===== src/hdl/vapl_pkg.sv =====
// Shared types and codes for the virtual address pool.
package vapl_pkg;

    localparam logic [1:0] FUNC_RESOLVE = 2'd0;
    localparam logic [1:0] FUNC_LOOKUP  = 2'd1;
    localparam logic [1:0] FUNC_CLEANUP = 2'd2;

    localparam logic [1:0] ST_EXISTING = 2'd0;
    localparam logic [1:0] ST_NEW      = 2'd1;
    localparam logic [1:0] ST_EVICTED  = 2'd2;
    localparam logic [1:0] ST_NO_RANGE = 2'd3;

    localparam logic CFG_BASE   = 1'b0;
    localparam logic CFG_PREFIX = 1'b1;

    localparam logic [8:0] REMOVED_MAX = 9'd511;

    typedef struct packed {
        logic [1:0]  func;
        logic [63:0] name_key;
        logic [31:0] query_address;
        logic [63:0] now_ms;
        logic [63:0] age_limit_ms;
    } t_req;

    typedef struct packed {
        logic [31:0] mapped_address;
        logic [63:0] found_key;
        logic        found;
        logic [1:0]  status;
        logic [8:0]  removed_count;
        logic        table_empty;
    } t_rsp;

    typedef struct packed {
        logic start;
        logic kscan;
        logic commit_hit;
        logic fscan;
        logic evict;
        logic look;
        logic lres;
        logic clean;
        logic clean_done;
        logic push;
    } t_cmd;

    typedef struct packed {
        logic ks_done;
        logic hit;
        logic fs_free;
        logic fs_last;
        logic cl_done;
        logic out_busy;
    } t_stat;

endpackage


===== src/hdl/vapl_ctrl.sv =====
// Request sequencer for the virtual address pool.
module vapl_ctrl import vapl_pkg::*; (
    input  logic       i_clk,
    input  logic       i_rst_n,
    input  logic       i_in_valid,
    input  logic [1:0] i_func,
    output logic       o_in_ready,
    input  t_stat      i_stat,
    output t_cmd       o_cmd
);

    typedef enum logic [6:0] {
        S_IDLE  = 7'b0000001,
        S_KSCAN = 7'b0000010,
        S_FSCAN = 7'b0000100,
        S_LOOK  = 7'b0001000,
        S_LRES  = 7'b0010000,
        S_CLEAN = 7'b0100000,
        S_DONE  = 7'b1000000
    } t_state;

    t_state r_state, n_state;

    assign o_in_ready = (r_state == S_IDLE);

    always_comb begin
        n_state = r_state;
        o_cmd   = '0;
        unique case (r_state)
            S_IDLE: begin
                if (i_in_valid) begin
                    o_cmd.start = 1'b1;
                    unique case (i_func)
                        FUNC_RESOLVE: n_state = S_KSCAN;
                        FUNC_LOOKUP:  n_state = S_LOOK;
                        FUNC_CLEANUP: n_state = S_CLEAN;
                        default:      n_state = S_DONE;
                    endcase
                end
            end
            S_KSCAN: begin
                o_cmd.kscan = 1'b1;
                if (i_stat.ks_done) begin
                    if (i_stat.hit) begin
                        o_cmd.commit_hit = 1'b1;
                        n_state = S_DONE;
                    end else begin
                        n_state = S_FSCAN;
                    end
                end
            end
            S_FSCAN: begin
                o_cmd.fscan = 1'b1;
                if (i_stat.fs_free) begin
                    n_state = S_DONE;
                end else if (i_stat.fs_last) begin
                    o_cmd.evict = 1'b1;
                    n_state = S_DONE;
                end
            end
            S_LOOK: begin
                o_cmd.look = 1'b1;
                n_state = S_LRES;
            end
            S_LRES: begin
                o_cmd.lres = 1'b1;
                n_state = S_DONE;
            end
            S_CLEAN: begin
                o_cmd.clean = 1'b1;
                if (i_stat.cl_done) begin
                    o_cmd.clean_done = 1'b1;
                    n_state = S_DONE;
                end
            end
            S_DONE: begin
                if (!i_stat.out_busy) begin
                    o_cmd.push = 1'b1;
                    n_state = S_IDLE;
                end
            end
            default: n_state = S_IDLE;
        endcase
    end

    always_ff @(posedge i_clk) begin
        if (!i_rst_n) begin
            r_state <= S_IDLE;
        end else begin
            r_state <= n_state;
        end
    end

endmodule


===== config.mk =====
export PLATFORM = sky130hd
export DESIGN_NAME = vapl_ctrl
export DESIGN_NICKNAME = d
export VERILOG_FILES = /design/src/hdl/vapl_pkg.sv /design/src/hdl/vapl_ctrl.sv
export SDC_FILE = /design/constraint.sdc
export NUM_CORES = 1
export LEC_CHECK = 0
export BUFFER_PORTS_ARGS = -buffer_cell sky130_fd_sc_hd__buf_2
export CAP_MARGIN = 20
export CORE_MARGIN = 2
export CORE_UTILIZATION = 32
export DETAILED_ROUTE_END_ITERATION = 10
export REMOVE_ABC_BUFFERS = 1
export SLEW_MARGIN = 10
export SYNTH_ARGS = -nofsm -noshare
export SYNTH_HDL_FRONTEND = slang
export SYNTH_SLANG_ARGS = --single-unit
export TNS_END_PERCENT = 10

===== constraint.sdc =====
create_clock -name i_clk -period 2 [get_ports i_clk]
set_clock_uncertainty 0.2 [all_clocks]
set_input_delay 0.4 -clock i_clk [delete_from_list [all_inputs] [get_ports i_clk]]
set_output_delay 0.4 -clock i_clk [all_outputs]
set_load 0.1 [all_outputs]

Word level (Yosys, flattened, before mapping):

Cells that the tools add are included.

* output and inout port bits: 11
* register bits: 7
* input port bits: 11

* reductions and logical operators: 2
* equality and inequality tests: 14
* muxes and demuxes: 23

Operators by type and width (number)
* 2-to-1 mux 7 bit: 7
* one-hot mux 7 bit (7 select lines): 1
* one-hot mux 7 bit (3 select lines): 1
* 2-to-1 mux 1 bit: 11
* inequality test 2 bit, second input constant: 4
* == test 7 x 1 -> 1 bit, second input constant: 1
* == test 7 x 2 -> 1 bit, second input constant: 1
* == test 7 x 3 -> 1 bit, second input constant: 1
* == test 7 x 4 -> 1 bit, second input constant: 1
* == test 7 x 5 -> 1 bit, second input constant: 1
* == test 7 x 6 -> 1 bit, second input constant: 1
* == test 7 bit, second input constant: 1
* 2-to-1 mux 2 bit: 3
* AND reduction 5 bit: 1
* inequality test 3 bit, second input constant: 1
* == test 2 x 1 -> 1 bit, second input constant: 1
* == test 2 bit, second input constant: 1
* logical NOT 2 bit: 1

Depth between registers and ports, before layout:

Gate-level depths: netlist of run 1.

* depth in word-level cells: 4
* mapped depth: 5
* depth with buffers taken out: 4

Worst setup path before layout of run 1:

No wires, ideal clock.

* kind: register -> output
* start: register r_state[2]
* end: output port o_cmd[1] in the netlist's numbering
* data arrival time: 3.925 ns
* path buffers: 0
* cell stages (with the launch flop): 5
* path slack: -2.525 ns
* cell sequence: dfxtp_1 > nor3_1 > nand2_1 > nor3b_1 > and2_1

RTL lines
* from (decl): RTL line vapl_ctrl.sv:22 `t_state r_state, n_state;`
* from (signal assigned): RTL line vapl_ctrl.sv:90 `r_state <= n_state;`
* to (decl): RTL line vapl_ctrl.sv:9 `output t_cmd o_cmd`

==> metrics.md, run 1 <==
| Metric | Value |
|---|---|
| Power Dens Cells | between 500 and 600 nW/um^2 |
| Slew Viols, Final | 0 |
| Share of layout cells above drive strength 1 | between 60% and 70% |
| Diodes inserted | 0 |
| Via Count | ~750 |
| Failing checks | setup timing |
| DRT antenna net count | 0 |
| Die H | roughly 47 um |
| Clock slew at reported path FFs | roughly 0.06 ns |
| Hold-critical path endpoint | r_state[3] |
| Core Area | between 1500 and 2000 sq um |
| Most flops, register | r_state |
| RSZ-0062 raised after global routing | true |
| Max transition margin | between 70% and 80% |
| Final Hold Vio Count | 0 |
| FILL cells | 148 |
| Worst hold start | i_func[1] |
| Sequential power share | between 20% and 30% |
| Hold WC Path Type | in -> reg |
| Largest net degree at the start of global routing | 14 |
| Sequential-to-total area share from yosys stat | around a quarter |
| Max-cap viol count | 0 |
| Combinational fraction of design power | roughly half |
| Syn. warnings | 0 |
| Status | complete, but fails checks |
| DPL Wire Length | 1433 um |
| Area grow syn2layout | 91.72% |
| Die W | between 40 and 50 um |
| Most instantiated cells after synthesis | dfxtp_1, nor2_1, nor3_1 |
| Final setup vio count | 10 |
| Detailed Routing Iterations Pass 1 | 4 |
| R2R Path Start | r_state[2] |
| Fin util | between 60% and 70% |
| H-tree Lvls | 1 |
| P_int | roughly 0.00035 W |
| Row count | 15 |
| Crit path capture type | primary output |
| Worst Path Max Fanout | 3 |
| R2R cell count | 5 |
| FFs w/ async S/R, synth | 0% |
| CP Data Required Time | between 1 and 1.5 ns |
| Synth cell types | 36 |
| Largest area contributor in the netlist | dfxtp_1 |
| Vias per Instance | 5.364 |
| Fin nets | around 130 |
| Ys flop type | dfxtp_1 |
| Leading registers by flop count | r_state x7 |
| Worst Path Class, Setup | reg -> out |
| PortBufs | 21 |
| First-pass GRT wire length | 3084 um |
| Synth top area share | between 20% and 30% |
| Max reg flops | 7 |
| Grt total ovfl | 0 |
| RePlAce Congestion | about 0.78 |
| Worst slew pin tran | between 0.3 and 0.4 ns |
| DR WL/cell | 14.11 um |
| Switching share of total power | 41.83% |
| Root buffer cell | clkbuf_4 |
| Min Tclk post-route | between 2 and 2.5 ns |
| Reg2reg end | r_state[1] |
| FMAX | around 0.43 GHz |
| Peak VDD IR | roughly 0.00046 V |
| Tot GR Track Use | 19.91% |
| Fin crit share | 115.8% |
| Startpoint types | flop |
| CP Data Arrival Time | around 1.7 ns |
| Die area | 2201 sq um |
| Io pins | 22 |
| Final wirelength | 1975 um |
| CTS tree | built |
| Initial Util | around a third |
| Hold depth | 2 |
| Clk pwr share | 22.4% |
| Synthesized netlist cell count | 76 |
| Placed instance count | roughly 140 |
| R2R setup slack | 0.10 ns |
| Top cells by area, synth | dfxtp_1, nor3_1, nor2_1 |
| Switching power | ~0.00025 W |
| Post-route setup slack | -0.3167 ns |
| Number of global-route vias before repair | approximately 730 |
| LEAKAGE | between 0.4 and 0.5 nW |
| Starting DRT DRC Count | 18 |
| TritonCTS Buffers | 3 |
| CTS Buffer Depth | 2 |
| Post-synth EDFFs | 0 |
| Setup bufs post-CTS | 0 |
| CTS Sinks | 7 |
| DRC | 0 |
| Antenna violations before repair | 0 |
| Skew-Pair Late Insertion Delay | between 0.2 and 0.3 ns |
| Non-Filler Instances | 140 |
| Cell Area, Synth | a little under 600 sq um |
| Mean Syn Cell Area | ~7.8 sq um |
| Seq cells post-synth | 7 |
## metrics by stage
stage	hold WS [ns]	TNS, ns	total power, W	area (sq um)	worst slack, ns
detailed placement	0.4216	-0.1440	0.0004415	1001	-0.05375
global placement	0.4124	-0.06955	0.0004359	1001	-0.03513
CTS	0.1562	-1.431	0.0005980	1106	-0.3004
finish	0.1474	-1.274	0.0006072	1130	-0.3167
global route	0.1392	-1.925	0.0006352	1130	-0.3509
floorplan	0.2766	-16.97	0.0003186	571.8	-2.533
## worst max path at each step
stage               endpoint  slack (ns)  depth (start not counted)        from
finish              o_cmd[9]       -0.32                          4  r_state[2]
global route        o_cmd[9]       -0.35                          4  r_state[6]
CTS                 o_cmd[9]       -0.30                          4  r_state[6]
detailed placement  o_cmd[9]       -0.05                          4  r_state[6]
global placement    o_cmd[9]       -0.04                          4  r_state[6]
floorplan           o_cmd[7]       -2.53                          3  r_state[6]
## layer usage
layer	GRT usage, %	vias up	part of all wire [%]
li1	-	372	-
met1	25.06	352	43
met2	33.42	21	52
met3	5.000	6	3.8
met4	6.111	0	1.7
met5	0	-	0
## logic make-up after synthesis
| group | synth area share, % |
|---|---|
| AOI/OAI and AO/OA | 19.11 |
| buffers and inverters | 4.884 |
| DFF | 23.78 |
| and+or+nand+nor | 50.75 |
| xor gates and xnor gates | 1.486 |
## cell type report
type                            instances  area (sq um)  share of cell area, %
Timing Repair Buffer                   38         405.4                  35.88
Sequential cell                         7         146.4                  12.96
Inverter                                3         11.26                 0.9967
Tap cell                               25         31.28                  2.769
Multi-Input combinational cell         63         509.2                  45.07
Clock buffer                            4         26.28                  2.326
## power by group through the flow
stage | clock network [W] | registers [W] | logic (W)
final | 0.000136 | 0.000157 | 0.000314
after floorplan | 0 | 0.000164 | 0.000155
after global placement | 0 | 0.000157 | 0.000279
after CTS | 0.000136 | 0.000155 | 0.000307
after global routing | 0.000148 | 0.000158 | 0.000329
after detailed placement | 0 | 0.000157 | 0.000284
## critical path, cell delays in order (launching register included)
cell and delay [ns]:
dfxtp_2 0.34, or2_2 0.32, or4_4 0.53, inv_2 0.08, buf_12 0.17
## timing repair
action / 4_1_cts / 5_1_grt
setup endpoints to repair: 12 / 12
pin swaps: 5 / 3
hold buffers: 0 / 0
gates resized for setup: 22 / 7
endpoints found under the hold margin: 0 / 0
## cells in the final DEF, fill, tap and decap left out, drive strengths merged
cell,Yosys,routed
a311oi,1,1
nor2,7,7
nor4b,2,2
nand2b,3,3
nor3b,4,4
dfxtp,7,7
o31a,1,1
xor2,1,1
a21boi,1,1
o211ai,2,2
or4,2,2
and3,2,2
o22a,1,1
or4b,1,1
inv,3,3
and2,2,2
o311ai,1,1
o21ai,3,3
or3,1,1
nand3b,2,2
nand2,5,5
and3b,3,3
clkbuf,0,4
o2111ai,2,2
nor3,7,7
nand3,1,1
or2b,1,1
and4b,2,2
o21a,2,2
nor4,1,1
or2,1,1
buf,3,38
o31ai,1,1
Power figures use the tool's default switching activity.
==> inputs of run 2 (changes only) <==
CORE_AREA = 2 2 39 41   (was unset)
CORE_MARGIN = unset   (was 2)
CORE_UTILIZATION = unset   (was 32)
DIE_AREA = 0 0 41 43   (was unset)
MAX_ROUTING_LAYER = met4   (was unset)
PLACE_DENSITY = 0.73   (was unset)
SETUP_SLACK_MARGIN = 0.15   (was unset)
==> metrics.md, run 2 (synthesis gave the netlist of run 1 again) <==
| Metric | Value |
|---|---|
| Status | complete, but fails checks (unchanged) |
| Failing checks | setup timing (unchanged) |
| CTS tree | built (unchanged) |
| Power Dens Cells | 539.5 nW/um^2 (was 537.4 nW/um^2) |
| DRT antenna net count | 0 (unchanged) |
| Post-route setup slack | -0.2873 ns (was -0.3167 ns) |
| Max-cap viol count | 0 (unchanged) |
| Fin crit share | 114.4% (was 115.8%) |
| Skew-Pair Late Insertion Delay | 0.25 ns (was 0.26 ns) |
| Worst slack, placed | -0.05061 ns (was -0.05375 ns) |
| Area of the multi-input gates | 529.3 sq um (was 509.2 sq um) |
| DRC | 0 (unchanged) |
| Clock slew at reported path FFs | 0.05 ns (was 0.06 ns) |
| FMAX | 0.4372 GHz (was 0.4316 GHz) |
| Final Hold Vio Count | 0 (unchanged) |
| Max transition margin | 77.43% (was 78.22%) |
| Diodes inserted | 0 (unchanged) |
| PortBufs | 21 (unchanged) |
| Register area | 145.1 sq um (was 146.4 sq um) |
| Fin nets | 128 (was 127) |
| Crit path capture type | primary output (unchanged) |
| Die area | 1763 sq um (was 2201 sq um) |
| Peak VDD IR | 0.0004267 V (was 0.0004631 V) |
| RSZ-0062 raised after global routing | true (unchanged) |
| RePlAce Congestion | 0.8555 (was 0.7768) |
| Worst Path Max Fanout | 2 (was 3) |
| CTS Sinks | 7 (unchanged) |
| LEAKAGE | 0.4821 nW (was 0.4770 nW) |
| Min Tclk post-route | 2.287 ns (was 2.317 ns) |
| Antenna violations before repair | 0 (unchanged) |
| Final TNS setup | -1.590 ns (was -1.274 ns) |
| Largest net degree at the start of global routing | 14 (unchanged) |
| Tot GR Track Use | 30.36% (was 19.91%) |
| Number of global-route vias before repair | 748 (was 734) |
| TritonCTS Buffers | 3 (unchanged) |
| Final setup vio count | 10 (unchanged) |
| Via Count | 780 (was 751) |
| Vias per Instance | 5.909 (was 5.364) |
| Row count | 14 (was 15) |
| Grt total ovfl | 0 (unchanged) |
| Area grow syn2layout | 93.42% (was 91.72%) |
| Io pins | 22 (unchanged) |
| Initial Util | 42.59% (was 34.13%) |
| Most flops, register | r_state (unchanged) |
| DR WL/cell | 16.64 um (was 14.11 um) |
| Die W | 41 um (was 46.92 um) |
| Startpoint types | flop (unchanged) |
| Worst Path Class, Setup | reg -> out (unchanged) |
| Most common cell after layout, fill and taps aside | buf_4 (unchanged) |
| Hold WC Path Type | in -> reg (unchanged) |
| Final wirelength | 2196 um (was 1975 um) |
| Leading registers by flop count | r_state x7 (unchanged) |
| CP Data Required Time | 1.40 ns (about the same) |
| CTS Buffer Depth | 2 (unchanged) |
| Share of layout cells above drive strength 1 | 57.76% (was 60.00%) |
| H-tree Lvls | 1 (unchanged) |
| Die H | 43 um (was 46.92 um) |
| Worst slew pin tran | 0.3354 ns (was 0.3227 ns) |
| FILL cells | 87 (was 148) |
| Most frequent cells in the layout | buf_4, buf_12, buf_2, dfxtp_1 (was buf_4, buf_12, buf_2, dfxtp_2) |
| CP Data Arrival Time | 1.69 ns (was 1.72 ns) |
| Max reg flops | 7 (unchanged) |
| Core Area | 1384 sq um (was 1727 sq um) |
| DPL Wire Length | 1404 um (was 1433 um) |
| First-pass GRT wire length | 3484 um (was 3084 um) |
| Slew Viols, Final | 0 (unchanged) |
| Starting DRT DRC Count | 21 (was 18) |
| Root buffer cell | clkbuf_4 (unchanged) |
| Detailed Routing Iterations Pass 1 | 6 (was 4) |
==> run 2: changes by cell type in the layout (fill, tap and decap cells not counted), sizes merged <==
cell	change
buf	+1
==> run 2: area by class of cell <==
cell class,instances,area share (%)
well taps,16,1.756
flip-flops and latches,7,12.73
clock buffers,4,2.305
inverters,3,1.207
repair buffers,39,35.57
multi-input cells,63,46.43
==> run 2: critical path: stages (launching register included) <==
cell and delay, ns:
dfxtp_1 0.31, or3_4 0.38, or4_4 0.51, inv_4 0.08, buf_12 0.16
==> run 2: where the power goes <==
part | total, W | switching (W) | internal, W
Combinational | 0.000327 | 0.000193 | 0.000134
Clock | 0.000132 | 0.0000558 | 0.0000764
Sequential | 0.000155 | 0.00000903 | 0.000146
==> run 2: what timing repair did <==
action / in CTS / in global routing
hold buffers: 0 / 0
pin swaps: 9 / 2
resized for setup: 20 / 10
gates cloned: 0 / 0
setup buffers: 2 / 0
endpoints found under the setup margin: 12 / 15
==> run 2: per-layer routing <==
layer  wire, um  vias up  track usage (%)  part of all wire (%)
met2       1201       27            46.25                    55
li1           -      374                -                     -
met5          0        -                -                     0
met1        883      375            38.82                    40
met4         30        0            14.00                   1.4
met3         80        4            3.141                   3.6
==> run 2: path summary, 6_finish.rpt <==
check,start,end,slack (ns),cells past startpoint
min,i_func[1],r_state[3],0.17,2
max reg2reg,r_state[6],r_state[5],0.13,5
max,r_state[6],o_cmd[9],-0.29,4
min reg2reg,r_state[6],r_state[0],0.55,3
==> run 2: metrics by stage <==
stage / hold WS, ns / cells / total power (W) / instance area (sq um) / util [%]
after CTS: 0.1510 / 132 / 0.0005967 / 1100 / 79.48
final: 0.1711 / 132 / 0.0006149 / 1140 / 82.37
after floorplan: 0.2766 / 73 / 0.0003186 / 571.8 / -
after global placement: 0.4162 / 126 / 0.0004273 / 982.2 / 70.98
after detailed placement: 0.4201 / 126 / 0.0004325 / 982.2 / 70.98
after global routing: 0.1663 / 132 / 0.0006447 / 1140 / 82.37
==> inputs of run 3 (changes only) <==
CORE_AREA = unset   (was 2 2 39 41)
CORE_MARGIN = 2   (was unset)
CORE_UTILIZATION = 40   (was unset)
DIE_AREA = unset   (was 0 0 41 43)
PLACE_DENSITY = 0.67   (was 0.73)
clock period = 2.42 ns   (was 2 ns; I/O delays follow)
==> metrics.md, run 3 (synthesis gave the netlist of run 1 again) <==
| Metric | Value |
|---|---|
| Status | complete, no violations (was complete, but fails checks) |
| Grt total ovfl | 0 (unchanged) |
| Root buffer cell | clkbuf_4 (unchanged) |
| Final setup vio count | 0 (was 10) |
| RePlAce Congestion | 0.8960 (was 0.8555) |
| Most flops, register | r_state (unchanged) |
| Number of global-route vias before repair | 717 (was 748) |
| Initial Util | 44.18% (was 42.59%) |
| RSZ-0062 raised after global routing | true (unchanged) |
| FMAX | about 0.42 GHz |
| Die W | 42.39 um (was 41 um) |
| Io pins | 22 (unchanged) |
| Row count | 13 (was 14) |
| Antenna violations before repair | 0 (unchanged) |
| Vias per Instance | 6.123 (was 5.909) |
| Peak VDD IR | 0.0002411 V (was 0.0004267 V) |
| Max reg flops | 7 (unchanged) |
| Final wirelength | 1866 um (was 2196 um) |
| Largest net degree at the start of global routing | 14 (unchanged) |
| Most frequent cells in the layout | buf_4, buf_2, buf_12, nor2_1, dfxtp_2 (was buf_4, buf_12, buf_2, dfxtp_1) |
| Starting DRT DRC Count | 12 (was 21) |
| Detailed Routing Iterations Pass 1 | 4 (was 6) |
| Die H | 42.39 um (was 43 um) |
| CP Data Arrival Time | 1.69 ns (about the same) |
| Hold WC Path Type | in -> reg (unchanged) |
| Hold depth | 2 (unchanged) |
| Startpoint types | flop (unchanged) |
| CTS Buffer Depth | 2 (unchanged) |
| CP Data Required Time | 1.74 ns (was 1.40 ns) |
| LEAKAGE | 0.4180 nW (was 0.4821 nW) |
| FILL cells | 83 (was 87) |
| Final Hold Vio Count | 0 (unchanged) |
| Area of the multi-input gates | 491.7 sq um (was 529.3 sq um) |
| Worst Path Class, Setup | reg -> out (unchanged) |
| DPL Wire Length | 1294 um (was 1404 um) |
| Min Tclk post-route | approximately 2.4 ns |
| TritonCTS Buffers | 3 (unchanged) |
| DRT antenna net count | 0 (unchanged) |
| Fin crit share | 97.96% |
| DRC | 0 (unchanged) |
| Share of layout cells above drive strength 1 | 54.21% (was 57.76%) |
| Max-cap viol count | 0 (unchanged) |
| Via Count | 747 (was 780) |
| Register area | 152.6 sq um (was 145.1 sq um) |
| Leading registers by flop count | r_state x7 (unchanged) |
| Core Area | 1334 sq um (was 1384 sq um) |
| Skew-Pair Late Insertion Delay | 0.25 ns (about the same) |
| Power Dens Cells | 448.8 nW/um^2 (was 539.5 nW/um^2) |
| First-pass GRT wire length | 3022 um (was 3484 um) |
| DR WL/cell | 15.30 um (was 16.64 um) |
| CTS tree | built (unchanged) |
| Area grow syn2layout | 71.97% (was 93.42%) |
| Fin nets | 119 (was 128) |
| CTS Sinks | 7 (unchanged) |
| Worst Path Max Fanout | 4 (was 2) |
| R2R cell count | 5 (unchanged) |
| PortBufs | 21 (unchanged) |
| Crit path capture type | primary output (unchanged) |
| Tot GR Track Use | 22.50% (was 30.36%) |
| Final TNS setup | 0 ns (was -1.590 ns) |
| Diodes inserted | 0 (unchanged) |
| Die area | 1796 sq um (was 1763 sq um) |
| Worst slew pin tran | 0.3120 ns (was 0.3354 ns) |
| Most common cell after layout, fill and taps aside | buf_4 (unchanged) |
| Clock slew at reported path FFs | 0.05 ns (about the same) |
| Max transition margin | 79.11% (was 77.43%) |
| H-tree Lvls | 1 (unchanged) |
| Fin util | 75.99% (was 82.37%) |
| Slew Viols, Final | 0 (unchanged) |
[run 3: cell count changes in the layout (fill, tap and decap cells not counted), moves of 2 or more]
cell	change
buf_4	-7
dfxtp_1	-4
dfxtp_2	+3
buf_12	-2
nor2_1	+2
nor2_4	-2
[run 3: area by class of cell]
cell class / count / share of cell area [%]
multi-input cells: 63 / 48.52
repair buffers: 30 / 30.86
flip-flops and latches: 7 / 15.06
clock buffers: 4 / 2.593
well taps: 15 / 1.852
inverters: 3 / 1.111
[run 3: final timing paths]
| kind | from | end | slack [ns] |
|---|---|---|---|
| worst max-delay path | r_state[3] | o_cmd[9] | 0.05 |
| worst min-delay path | i_func[1] | r_state[3] | 0.25 |
| worst max register to register | r_state[3] | r_state[5] | 0.52 |
| worst min register to register | r_state[6] | r_state[0] | 0.54 |
[run 3: timing repair]
item | 4_1_cts | 5_1_grt
setup buffers | 4 | 0
hold buffers | 0 | 0
gates resized for setup | 19 | 8
pin swaps | 4 | 4
endpoints found under the setup margin | 9 | 10
endpoints found under the hold margin | 0 | 0
[run 3: routing by layer]
metal,part of all wire (%),GRT usage (%),vias to the layer above
met2,51,36.31,42
met1,36,24.42,342
li1,-,-,353
met3,9.5,4.741,10
met5,0,-,-
met4,3.5,15.63,0
[run 3: worst max-delay path, stage by stage, from the launching register on]
cell and delay, ns:
dfxtp_4 0.36, or3_4 0.33, or4_4 0.49, inv_2 0.08
buf_12 0.17
[run 3: per-stage QoR]
step / setup WS [ns] / hold WS, ns / std cells / area [sq um] / power (W)
after floorplan: -2.197 / 0.3606 / 73 / 571.8 / 0.0002633
after global placement: 0.2438 / 0.4340 / 114 / 868.3 / 0.0003182
after detailed placement: 0.1975 / 0.4747 / 114 / 868.3 / 0.0003198
after CTS: -0.002385 / 0.2314 / 122 / 988.4 / 0.0004479
after global routing: 0.02046 / 0.2682 / 122 / 1013 / 0.0004780
final: 0.04939 / 0.2489 / 122 / 1013 / 0.0004548
[run 3: power breakdown]
group / internal [W] / total (W) / leakage [nW] / switching, W
combinational: 0.0000791 / 0.000215 / 0.343 / 0.000136
clock: 0.0000628 / 0.000105 / 0.0150 / 0.0000421
sequential: 0.000122 / 0.000135 / 0.0597 / 0.0000137
total: 0.000263 / 0.000455 / 0.418 / 0.000191
